==> config.mk <==
export PLATFORM = sky130hd
export DESIGN_NAME = three_axis_step_positioner_core
export DESIGN_NICKNAME = d
export VERILOG_FILES = /design/src/spos_pkg.sv /design/src/spos_axis.sv /design/src/spos_ctrl.sv /design/src/three_axis_step_positioner_core.sv
export SDC_FILE = /design/constraint.sdc
export NUM_CORES = 1
export LEC_CHECK = 0
export BUFFER_PORTS_ARGS = -buffer_cell sky130_fd_sc_hd__buf_2
export CAP_MARGIN = 5
export CELL_PAD_IN_SITES_DETAIL_PLACEMENT = 0
export CELL_PAD_IN_SITES_GLOBAL_PLACEMENT = 1
export CORE_MARGIN = 2
export CORE_UTILIZATION = 48
export DETAILED_ROUTE_END_ITERATION = 6
export PLACE_DENSITY_LB_ADDON = 0.1
export SLEW_MARGIN = 20
export SYNTH_ARGS = -nofsm -noshare
export SYNTH_HDL_FRONTEND = slang
export SYNTH_HIERARCHICAL = 1
export SYNTH_SLANG_ARGS = --single-unit
==> constraint.sdc <==
create_clock -name aclk -period 7.6 [get_ports aclk]
set_input_delay 1.14 -clock aclk [delete_from_list [all_inputs] [get_ports aclk]]
set_output_delay 1.14 -clock aclk [all_outputs]
set_load 0.01 [all_outputs]
==> src/spos_pkg.sv <==
package spos_pkg;

    localparam int POS_W  = 17;
    localparam int STEP_W = 16;
    localparam int CNT_W  = 16;
    localparam int DIR_W  = 2;

    localparam logic [STEP_W-1:0] STEP_RESET = 16'd100;
    localparam logic signed [POS_W-1:0] AZ_MIN_RESET  = -17'sd18000;
    localparam logic signed [POS_W-1:0] AZ_MAX_RESET  = 17'sd18000;
    localparam logic signed [POS_W-1:0] EL_MIN_RESET  = -17'sd9000;
    localparam logic signed [POS_W-1:0] EL_MAX_RESET  = 17'sd9000;
    localparam logic signed [POS_W-1:0] POL_MIN_LIMIT = -17'sd18000;
    localparam logic signed [POS_W-1:0] POL_MAX_LIMIT = 17'sd18000;
    localparam logic [CNT_W-1:0] CNT_MAX = '1;

    localparam logic [2:0] REG_STEP_AZ  = 3'd0;
    localparam logic [2:0] REG_STEP_EL  = 3'd1;
    localparam logic [2:0] REG_STEP_POL = 3'd2;
    localparam logic [2:0] REG_AZ_MIN   = 3'd3;
    localparam logic [2:0] REG_AZ_MAX   = 3'd4;
    localparam logic [2:0] REG_EL_MIN   = 3'd5;
    localparam logic [2:0] REG_EL_MAX   = 3'd6;

    typedef enum logic [2:0] {
        OP_TICK       = 3'd0,
        OP_MOVE2      = 3'd1,
        OP_MOVE3      = 3'd2,
        OP_JOG_START  = 3'd3,
        OP_STOP       = 3'd4,
        OP_CONNECT    = 3'd5,
        OP_DISCONNECT = 3'd6
    } op_t;

    typedef enum logic [2:0] {
        EV_NONE     = 3'd0,
        EV_STEPPED  = 3'd1,
        EV_REACHED  = 3'd2,
        EV_LIMIT    = 3'd3,
        EV_STEPLIM  = 3'd4,
        EV_NOCONN   = 3'd5,
        EV_STARTED  = 3'd6,
        EV_STOPPED  = 3'd7
    } ev_t;

    typedef struct packed {
        logic [STEP_W-1:0]       step_az;
        logic [STEP_W-1:0]       step_el;
        logic [STEP_W-1:0]       step_pol;
        logic signed [POS_W-1:0] az_min;
        logic signed [POS_W-1:0] az_max;
        logic signed [POS_W-1:0] el_min;
        logic signed [POS_W-1:0] el_max;
    } cfg_t;

    typedef struct packed {
        logic [2:0]              operation;
        logic signed [POS_W-1:0] target_az;
        logic signed [POS_W-1:0] target_el;
        logic signed [POS_W-1:0] target_pol;
        logic [DIR_W-1:0]        jog_dir_az;
        logic [DIR_W-1:0]        jog_dir_el;
        logic [DIR_W-1:0]        jog_dir_pol;
    } item_t;

    typedef struct packed {
        logic signed [POS_W-1:0] pos_az;
        logic signed [POS_W-1:0] pos_el;
        logic signed [POS_W-1:0] pos_pol;
        logic                    moving;
        logic [2:0]              event_res;
        logic [CNT_W-1:0]        steps_taken;
    } result_t;

    typedef struct packed {
        logic                    near;
        logic signed [POS_W-1:0] approach_pos;
        logic signed [POS_W-1:0] jog_pos;
        logic                    jog_out;
    } axis_res_t;

endpackage

==> src/spos_axis.sv <==
module spos_axis import spos_pkg::*; (
    input  logic signed [POS_W-1:0] cur,
    input  logic signed [POS_W-1:0] goal,
    input  logic [STEP_W-1:0]       step,
    input  logic [DIR_W-1:0]        dir,
    input  logic signed [POS_W-1:0] lim_lo,
    input  logic signed [POS_W-1:0] lim_hi,
    output axis_res_t               res
);

    logic signed [POS_W:0] diff;
    logic [POS_W:0]        mag;
    logic signed [POS_W:0] step_ext;
    logic signed [POS_W:0] cur_ext;
    logic signed [POS_W:0] up_pos;
    logic signed [POS_W:0] down_pos;
    logic signed [POS_W:0] jog_pos;
    logic                  far;
    logic                  goal_above;

    always_comb begin
        cur_ext    = {cur[POS_W-1], cur};
        step_ext   = {2'b00, step};
        diff       = {goal[POS_W-1], goal} - cur_ext;
        mag        = diff[POS_W] ? (POS_W+1)'(-diff) : diff;
        far        = mag >= {2'b00, step};
        goal_above = !diff[POS_W] && (diff != '0);
        up_pos     = cur_ext + step_ext;
        down_pos   = cur_ext - step_ext;

        // Direction code 01 moves up, any code with the sign bit set moves down.
        if (dir[1]) begin
            jog_pos = down_pos;
        end else if (dir[0]) begin
            jog_pos = up_pos;
        end else begin
            jog_pos = cur_ext;
        end

        res.near = !far;
        if (far) begin
            res.approach_pos = goal_above ? up_pos[POS_W-1:0] : down_pos[POS_W-1:0];
        end else begin
            res.approach_pos = cur;
        end
        res.jog_pos = jog_pos[POS_W-1:0];
        res.jog_out = (jog_pos < $signed({lim_lo[POS_W-1], lim_lo})) ||
                      (jog_pos > $signed({lim_hi[POS_W-1], lim_hi}));
    end

endmodule

==> src/spos_ctrl.sv <==
module spos_ctrl import spos_pkg::*; #(
    parameter int JOG_STEP_LIMIT = 50
) (
    input  logic    aclk,
    input  logic    aresetn,
    input  logic    advance,
    input  item_t   item,
    input  cfg_t    cfg,
    output result_t res
);

    typedef enum logic [1:0] {
        MODE_IDLE  = 2'd0,
        MODE_MOVE2 = 2'd1,
        MODE_MOVE3 = 2'd2,
        MODE_JOG   = 2'd3
    } mode_t;

    logic signed [POS_W-1:0] cur_az_reg, cur_el_reg, cur_pol_reg;
    logic signed [POS_W-1:0] cur_az_next, cur_el_next, cur_pol_next;
    logic signed [POS_W-1:0] goal_az_reg, goal_el_reg, goal_pol_reg;
    logic signed [POS_W-1:0] goal_az_next, goal_el_next, goal_pol_next;
    mode_t                   mode_reg, mode_next;
    logic [3*DIR_W-1:0]      dirs_reg, dirs_next;
    logic                    link_reg, link_next;
    logic [CNT_W-1:0]        cnt_reg, cnt_next, cnt_inc;
    ev_t                     ev;
    logic                    three;
    logic                    done;
    axis_res_t               ax_az, ax_el, ax_pol;

    spos_axis u_az (
        .cur    (cur_az_reg),
        .goal   (goal_az_reg),
        .step   (cfg.step_az),
        .dir    (dirs_reg[DIR_W-1:0]),
        .lim_lo (cfg.az_min),
        .lim_hi (cfg.az_max),
        .res    (ax_az)
    );

    spos_axis u_el (
        .cur    (cur_el_reg),
        .goal   (goal_el_reg),
        .step   (cfg.step_el),
        .dir    (dirs_reg[2*DIR_W-1:DIR_W]),
        .lim_lo (cfg.el_min),
        .lim_hi (cfg.el_max),
        .res    (ax_el)
    );

    spos_axis u_pol (
        .cur    (cur_pol_reg),
        .goal   (goal_pol_reg),
        .step   (cfg.step_pol),
        .dir    (dirs_reg[3*DIR_W-1:2*DIR_W]),
        .lim_lo (POL_MIN_LIMIT),
        .lim_hi (POL_MAX_LIMIT),
        .res    (ax_pol)
    );

    always_comb begin
        cur_az_next   = cur_az_reg;
        cur_el_next   = cur_el_reg;
        cur_pol_next  = cur_pol_reg;
        goal_az_next  = goal_az_reg;
        goal_el_next  = goal_el_reg;
        goal_pol_next = goal_pol_reg;
        mode_next     = mode_reg;
        dirs_next     = dirs_reg;
        link_next     = link_reg;
        cnt_next      = cnt_reg;
        ev            = EV_NONE;
        three         = (mode_reg == MODE_MOVE3);
        done          = ax_az.near && ax_el.near && (!three || ax_pol.near);
        cnt_inc       = (cnt_reg == CNT_MAX) ? cnt_reg : cnt_reg + 1'b1;

        case (op_t'(item.operation))
            OP_TICK: begin
                if (mode_reg == MODE_MOVE2 || mode_reg == MODE_MOVE3) begin
                    if (done) begin
                        cur_az_next = goal_az_reg;
                        cur_el_next = goal_el_reg;
                        if (three) begin
                            cur_pol_next = goal_pol_reg;
                        end
                        mode_next = MODE_IDLE;
                        ev        = EV_REACHED;
                    end else begin
                        cur_az_next = ax_az.approach_pos;
                        cur_el_next = ax_el.approach_pos;
                        if (three) begin
                            cur_pol_next = ax_pol.approach_pos;
                        end
                        cnt_next = cnt_inc;
                        ev       = EV_STEPPED;
                    end
                end else if (mode_reg == MODE_JOG) begin
                    if (ax_az.jog_out || ax_el.jog_out || ax_pol.jog_out) begin
                        mode_next = MODE_IDLE;
                        ev        = EV_LIMIT;
                    end else begin
                        cur_az_next  = ax_az.jog_pos;
                        cur_el_next  = ax_el.jog_pos;
                        cur_pol_next = ax_pol.jog_pos;
                        cnt_next     = cnt_inc;
                        if (cnt_inc >= CNT_W'(JOG_STEP_LIMIT)) begin
                            mode_next = MODE_IDLE;
                            ev        = EV_STEPLIM;
                        end else begin
                            ev = EV_STEPPED;
                        end
                    end
                end
            end
            OP_MOVE2, OP_MOVE3: begin
                if (!link_reg) begin
                    ev = EV_NOCONN;
                end else begin
                    goal_az_next  = item.target_az;
                    goal_el_next  = item.target_el;
                    goal_pol_next = item.target_pol;
                    mode_next     = (op_t'(item.operation) == OP_MOVE2) ? MODE_MOVE2
                                                                        : MODE_MOVE3;
                    cnt_next      = '0;
                    ev            = EV_STARTED;
                end
            end
            OP_JOG_START: begin
                if (!link_reg) begin
                    ev = EV_NOCONN;
                end else if (mode_reg == MODE_IDLE) begin
                    dirs_next = {item.jog_dir_pol, item.jog_dir_el, item.jog_dir_az};
                    mode_next = MODE_JOG;
                    cnt_next  = '0;
                    ev        = EV_STARTED;
                end
            end
            OP_STOP: begin
                if (mode_reg != MODE_IDLE) begin
                    mode_next = MODE_IDLE;
                    ev        = EV_STOPPED;
                end
            end
            OP_CONNECT: begin
                link_next = 1'b1;
            end
            OP_DISCONNECT: begin
                if (link_reg) begin
                    if (mode_reg != MODE_IDLE) begin
                        mode_next = MODE_IDLE;
                        ev        = EV_STOPPED;
                    end
                    link_next = 1'b0;
                end
            end
            default: begin
                ev = EV_NONE;
            end
        endcase

        res.pos_az      = cur_az_next;
        res.pos_el      = cur_el_next;
        res.pos_pol     = cur_pol_next;
        res.moving      = (mode_next != MODE_IDLE);
        res.event_res   = ev;
        res.steps_taken = cnt_next;
    end

    always_ff @(posedge aclk) begin
        if (!aresetn) begin
            cur_az_reg   <= '0;
            cur_el_reg   <= '0;
            cur_pol_reg  <= '0;
            goal_az_reg  <= '0;
            goal_el_reg  <= '0;
            goal_pol_reg <= '0;
            mode_reg     <= MODE_IDLE;
            dirs_reg     <= '0;
            link_reg     <= 1'b0;
            cnt_reg      <= '0;
        end else if (advance) begin
            cur_az_reg   <= cur_az_next;
            cur_el_reg   <= cur_el_next;
            cur_pol_reg  <= cur_pol_next;
            goal_az_reg  <= goal_az_next;
            goal_el_reg  <= goal_el_next;
            goal_pol_reg <= goal_pol_next;
            mode_reg     <= mode_next;
            dirs_reg     <= dirs_next;
            link_reg     <= link_next;
            cnt_reg      <= cnt_next;
        end
    end

endmodule

==> src/three_axis_step_positioner_core.sv <==
// An accepted request waits in the input register until the result register is free,
// whose value drives m_tdata. Throughput: one request per cycle while m_tready is high;
// the two registers let a new request enter while a finished result waits on m_tready.
// Reset (aresetn, synchronous, active low) clears positions, targets, motion
// state, link and step counter, and loads the step and limit registers with defaults.
module three_axis_step_positioner_core import spos_pkg::*; #(
    parameter int JOG_STEP_LIMIT = 50
) (
    input  logic        aclk,
    input  logic        aresetn,
    input  logic        s_tvalid,
    output logic        s_tready,
    // target_az, target_el, target_pol, jog_dir_az, jog_dir_el, jog_dir_pol, zero pad
    input  logic [63:0] s_tdata,
    // operation
    input  logic [2:0]  s_tuser,
    output logic        m_tvalid,
    input  logic        m_tready,
    // pos_az, pos_el, pos_pol, moving, event_res, steps_taken, zero pad
    output logic [71:0] m_tdata,
    input  logic        cfg_we,
    input  logic [2:0]  cfg_index,
    input  logic [16:0] cfg_data
);

    cfg_t    cfg_reg;
    item_t   item_reg;
    logic    item_valid_reg;
    result_t res_next;
    result_t res_reg;
    logic    m_tvalid_reg;
    logic    advance;

    assign advance  = item_valid_reg && (!m_tvalid_reg || m_tready);
    assign s_tready = !item_valid_reg || advance;
    assign m_tvalid = m_tvalid_reg;
    assign m_tdata  = {1'b0, res_reg.steps_taken, res_reg.event_res, res_reg.moving,
                       res_reg.pos_pol, res_reg.pos_el, res_reg.pos_az};

    always_ff @(posedge aclk) begin
        if (!aresetn) begin
            cfg_reg.step_az  <= STEP_RESET;
            cfg_reg.step_el  <= STEP_RESET;
            cfg_reg.step_pol <= STEP_RESET;
            cfg_reg.az_min   <= AZ_MIN_RESET;
            cfg_reg.az_max   <= AZ_MAX_RESET;
            cfg_reg.el_min   <= EL_MIN_RESET;
            cfg_reg.el_max   <= EL_MAX_RESET;
        end else if (cfg_we) begin
            case (cfg_index)
                REG_STEP_AZ:  cfg_reg.step_az  <= cfg_data[STEP_W-1:0];
                REG_STEP_EL:  cfg_reg.step_el  <= cfg_data[STEP_W-1:0];
                REG_STEP_POL: cfg_reg.step_pol <= cfg_data[STEP_W-1:0];
                REG_AZ_MIN:   cfg_reg.az_min   <= cfg_data;
                REG_AZ_MAX:   cfg_reg.az_max   <= cfg_data;
                REG_EL_MIN:   cfg_reg.el_min   <= cfg_data;
                REG_EL_MAX:   cfg_reg.el_max   <= cfg_data;
                default: begin
                end
            endcase
        end
    end

    always_ff @(posedge aclk) begin
        if (!aresetn) begin
            item_valid_reg <= 1'b0;
        end else if (s_tready) begin
            item_valid_reg <= s_tvalid;
        end
        if (s_tvalid && s_tready) begin
            item_reg.operation   <= s_tuser;
            item_reg.target_az   <= s_tdata[16:0];
            item_reg.target_el   <= s_tdata[33:17];
            item_reg.target_pol  <= s_tdata[50:34];
            item_reg.jog_dir_az  <= s_tdata[52:51];
            item_reg.jog_dir_el  <= s_tdata[54:53];
            item_reg.jog_dir_pol <= s_tdata[56:55];
        end
    end

    spos_ctrl #(
        .JOG_STEP_LIMIT (JOG_STEP_LIMIT)
    ) u_ctrl (
        .aclk    (aclk),
        .aresetn (aresetn),
        .advance (advance),
        .item    (item_reg),
        .cfg     (cfg_reg),
        .res     (res_next)
    );

    always_ff @(posedge aclk) begin
        if (!aresetn) begin
            m_tvalid_reg <= 1'b0;
        end else if (advance) begin
            m_tvalid_reg <= 1'b1;
        end else if (m_tready) begin
            m_tvalid_reg <= 1'b0;
        end
        if (advance) begin
            res_reg <= res_next;
        end
    end

endmodule

# After elaboration in Yosys (flattened, before gate mapping)
# Index checks and enable logic that the tools add are counted.
# Widths: inputs -> output; s select.
# op_classes
n_addsub,13
order_cmp,10
n_reduce_logical,46
n_eq_ne,16
n_mux,67
# ops
cell,n
$mux 17,23
$mux 18,9
$mux 16,8
$sub 17x17->18,6
$add 17x17->18,3
$ge 18x16->1,3
$neg 18->18,3
$reduce_bool 18->1,3
$pmux 16 s3,1
$gt 18x17->1,2
$lt 18x17->1,2
$mux 2,13
$mux 3,8
$eq 3x3->1 const B,6
$gt 18x16->1 const B,1
$lt 18x16->1 const B,1
$add 16x1->16 const B,1
$eq 16x16->1 const B,1
$ge 16x6->1 const B,1
$reduce_and 2->1,8
$pmux 3 s5,1
$eq 3x2->1 const B,4
$pmux 2 s5,1
$logic_not 1->1,9
13 further kinds,34
# word_totals
word_cells,184
input_bits,92
output_inout_bits,74
register_bits,376

# Longest topological paths before layout
# logic_depth
ltp_word,12
depth_mapped,34
depth_no_buf,31

# Hierarchy
# The synthesis kept the hierarchy.
# by_module_without_submodules
module,cells_each,seq_area_each_um2,instances,area_each_um2
three_axis_step_positioner_core,563,6296.0,1,8456.9
spos_ctrl,1035,2542.4,1,7273.2
spos_axis (u_ctrl.u_az),742,0.0,1,5186.2
spos_axis (u_ctrl.u_pol),701,0.0,1,4951.0
spos_axis (u_ctrl.u_el),673,0.0,1,4660.7

# Worst setup path before layout
# Ideal clock, no wire load.
# synth_timing
path_kind,reg-to-reg
start,register u_ctrl.cur_az_reg[1]
end,register u_ctrl.cnt_reg[1]
stages_incl_launch_ff,32
t_required_ps,7484
path_buffers,5
synth_period_minus_slack_ps,6466
slack_ps,1134
setup_ps,116
t_arrival_ps,6350
path_cell_list,dfxtp_1 inv_1 ha_1 nor2b_1 o31ai_1 a211oi_1 or2_1 a311oi_1 a21bo_2 clkbuf_1 clkbuf_1 o21ai_0 xnor2_1 ha_1 nor3_1 nand2_1 a211oi_1 o21ai_0 a221oi_1 nand2_1 o31a_1 and2_1 buf_6 buf_6 inv_1 o211a_1 clkbuf_1 o21ai_0 nand2_1 nor2_1 a22o_1 o211a_1
# synth_rtl
item,line,text
start: declaration,spos_ctrl.sv:19,"logic signed [POS_W-1:0] cur_az_reg, cur_el_reg, cur_pol_reg;"
start signal: assignment,spos_ctrl.sv:183,cur_az_reg <= cur_az_next;
end signal: assignment,spos_ctrl.sv:192,cnt_reg <= cnt_next;
end: declaration,spos_ctrl.sv:26,"logic [CNT_W-1:0] cnt_reg, cnt_next, cnt_inc;"

==> parameters.txt <==
Parameter                              Value

Status
  Result of the run ... finished clean

Setup path
  Max incr delay on CP ... ~520 ps
  Path length in cells of the critical path ... 29
  Family with the most delay on the worst path ... compound AO/OA/AOI/OAI gates
  Library cell contributing the largest single delay on the critical path ... sky130_fd_sc_hd__a211oi_1
  Critical path class ... reg2reg
  Critical Path RT ... 8130 ps
  Highest net fanout along the worst path ... 18
  Nature of the critical path startpoint ... flop
  Worst Setup End Kind ... flop
  Most prevalent standard cell on the critical path ... sky130_fd_sc_hd__o21ai_0
  Critical path buffer and inverter count ... 4
  Data arrival time of the critical path ... 7840 ps
  R2R cell count ... 29

Power
  Gate power share ... 0.329
  Switching Power ... 2.31 mW
  P_leak ... 15.1 nW
  Net Sw Frac ... 0.347
  Register share of total power ... 0.333
  Power per unit of standard cell area ... 197 mW/mm^2
  Part of the total power dissipated in the clock network ... 0.338
  Internal power contribution ... about 4.4 mW
  Maximum vdd drop ... ~160 uV

Timing
  Final-layout setup total negative slack ... 0 ps
  Hold violation total from the final report ... 0
  Achievable frequency ... 137 MHz
  Worst Setup Slack, final ... 291 ps
  Clock tree skew after final layout ... 24.1 ps
  Time the final worst path needs with I/O delays and setup ... ~7300 ps
  Final slew viol count ... 0
  RSZ-0062 raised after global routing ... false
  Slew @ Worst Pin ... 1120 ps
  Finish-stage setup viols ... 0
  Tcrit/Tclk final ... 0.962
  Post-route worst hold slack ... 461 ps
  Rel. slew slack ... 0.253

Routing
  Routed WL per cell ... about 21 um
  Via density per instance ... 5.79
  Detailed-route DRC error count ... 0
  Routed vias ... approximately 27,000
  Routed Wire Length ... 97.5 mm
  First drt pass iteration count ... 5
  Remaining antenna violation count ... 0
  First-iteration detailed-routing DRC count ... 2,079

Synthesis
  Post-synthesis cell area ... 0.0305 sq mm
  Netlist cell types ... 121
  Post-Syn Instances ... ~3,700
  Yosys warnings ... 6
  Sequential area share after synthesis ... 0.290
  Average size of a mapped cell ... 8.22 sq um
  Total of flip-flops plus latches after synthesis ... ~380
  Number of synthesized flops with an enable pin ... 131
  Most used flip-flop cell after synthesis ... sky130_fd_sc_hd__dfxtp_1
  Proportion of register bits with asynchronous set or reset after synthesis ... 0

Finish
  Area added between synthesis and finish ... 10.7%
  Max reg flops ... about 120
  Final Non-Filler Cells ... 4,709
  Layout cells sized above 1 ... 0.108
  Nets@finish ... ~4,200
  Fillers ... 5,997

Place
  Hpwl dp ... roughly 74 mm
  Placer Congestion ... 0.909
  Placement-stage worst setup slack ... roughly 350 ps
  Number of placed cells counting well taps ... 4,624
  Count of buffers inserted at the top-level ports ... 157

Job
  Max cap viols ... 0

Die
  Boundary Pins ... 166
  Initial Util ... 0.485
  Die height ... 256 um
  Core footprint ... 0.0630 sq mm
  Width of the die ... about 260 um
  Die footprint ... 0.0656 sq mm
  Core Rows ... 92

Hold path
  HP Class ... reg2reg
  Number of instances on the worst hold path ... 2

Clocking
  Buffers from clock root to sink, at most ... 3
  TritonCTS buffer count ... 45
  Setup Fix Bufs, Post-CTS ... 0
  Maximum level of the CTS H-tree ... 2
  Clock sinks ... 376
  Later-pin clock latency in the skew report ... 600 ps
  CTS tree ... yes
  Root cell of the clock tree ... sky130_fd_sc_hd__clkbuf_16
  Number of hold buffers added after CTS ... 0
  CTS clk-pin slew, worst paths ... 60 ps

GRT
  Global-route wire length before repair ... 151 mm
  Largest net degree at the start of global routing ... roughly 120
  Number of antenna violations at the first check in global routing ... 4
  All-Layer GR Usage ... 0.290
  Global route overflow ... 0
  Number of global-route vias before repair ... 26,200
## Yosys cell counts (all sizes together), types with 11 or more instances
| cell | number | share of area |
|---|---|---|
| nand2 | 543 | 0.067 |
| o21bai | 16 | 0.0039 |
| nor2 | 243 | 0.030 |
| a21o | 64 | 0.016 |
| nand3 | 51 | 0.0092 |
| buf | 54 | 0.011 |
| o31ai | 20 | 0.0049 |
| nand2b | 31 | 0.0064 |
| mux2 | 12 | 0.0044 |
| clkbuf | 140 | 0.017 |
| nor2b | 95 | 0.020 |
| ha | 309 | 0.13 |
| o22ai | 28 | 0.0057 |
| a22oi | 11 | 0.0027 |
| a311oi | 37 | 0.011 |
| a221oi | 14 | 0.0044 |
| and2 | 22 | 0.0046 |
| a211oi | 30 | 0.0079 |
| a21oi | 244 | 0.041 |
| o21a | 30 | 0.0076 |
| nand4 | 21 | 0.0043 |
| or2 | 30 | 0.0062 |
| edfxtp | 131 | 0.13 |
| xor2 | 46 | 0.013 |
| a31oi | 41 | 0.0094 |
| dfxtp | 245 | 0.16 |
| and3 | 27 | 0.0056 |
| nor3 | 59 | 0.010 |
| o211a | 20 | 0.0066 |
| nor4 | 16 | 0.0038 |
| o21ai | 226 | 0.038 |
| mux2i | 218 | 0.071 |
| inv | 282 | 0.035 |
| nand3b | 11 | 0.0027 |
| xnor2 | 100 | 0.029 |
| o2111ai | 13 | 0.0041 |
| or3 | 21 | 0.0045 |
| o22a | 12 | 0.0034 |
| o211ai | 45 | 0.012 |
## cell type report
class,count,area (sq um),area share
timing repair buffer,226,1330,0.0394
sequential,376,8840,0.261
tap,846,1060,0.0313
inverter,284,1070,0.0316
multi-input combinational,2892,20000,0.591
antenna,1,2.50,0.0000740
clock buffer,62,1280,0.0379
clock inverter,22,253,0.00748
## logic make-up after synthesis
kind of cell	after synthesis	synth area share
AND/OR/NAND/NOR	1228	0.192
AO/OA/AOI/OAI	935	0.204
buffers and inverters	478	0.0627
flip-flops	376	0.290
adder cells (fa/ha/maj)	318	0.133
multiplexers	230	0.0759
XOR/XNOR	146	0.0426
other	3	0.000369
## per-stage QoR
stage / total power, mW / cell area [sq um] / utilization
3_3_place_gp: 4.38 / 32300 / 0.512
5_1_grt: 7.03 / 33800 / 0.537
3_5_place_dp: 4.42 / 32300 / 0.512
2_1_floorplan: 3.88 / 30600 / -
6_report: 6.68 / 33800 / 0.537
4_1_cts: 6.69 / 33800 / 0.537
## metal layers
| layer | track usage | share of wire | up-vias |
|---|---|---|---|
| met1 | 0.407 | 0.47 | 13000 |
| met4 | 0.0814 | 0.027 | 4 |
| met3 | 0.0360 | 0.060 | 129 |
| li1 | - | - | 13400 |
| met5 | 0 | 0.00023 | - |
| met2 | 0.469 | 0.45 | 804 |
## placed cells by master, fill, tap and decap left out, drive strengths merged, types with 28 or more instances in the layout
master  Yosys  final
nand2     543    543
nand3      51     51
nor3       59     59
mux2i     218    218
o22ai      28     28
or2        30     30
ha        309    309
conb        3     35
edfxtp    131    131
o21ai     226    226
o211ai     45     45
clkbuf    140     62
a21o       64     64
nand2b     31     31
a311oi     37     37
nor2      243    243
a21oi     244    244
a211oi     30     30
a31oi      41     41
dfxtp     245    245
inv       282    286
xnor2     100    100
o21a       30     30
xor2       46     46
buf        54    226
nor2b      95     95
## worst paths after layout
kind                   startpoint                 to  slack (ps)
max reg2reg  u_ctrl/cur_el_reg[0]  u_ctrl/cnt_reg[6]         290
min                   cfg_reg[11]        cfg_reg[11]         460
max          u_ctrl/cur_el_reg[0]  u_ctrl/cnt_reg[6]         290
min reg2reg           cfg_reg[11]        cfg_reg[11]         460
## power groups by stage
stage | logic (mW) | registers [mW] | clock network, mW
after floorplan | 1.62 | 2.26 | 0
after global placement | 2.11 | 2.26 | 0
after detailed placement | 2.15 | 2.26 | 0
after CTS | 2.16 | 2.22 | 2.31
after global routing | 2.41 | 2.23 | 2.39
final | 2.20 | 2.22 | 2.25
## worst reg2reg max path: cells and delay by family (launching register included)
family | cells | cell delay (ps)
flip-flops | 1 | 370
AO/OA/AOI/OAI | 13 | 3330
XOR/XNOR | 1 | 130
AND/OR/NAND/NOR | 8 | 2010
buffers and inverters | 4 | 520
adder cells (fa/ha/maj) | 3 | 880
## timing repair
action	CTS	global route
setup endpoints to repair	0	61
endpoints found under the hold margin	0	0
resized for setup	0	3
(Power assumes the default switching activity.)
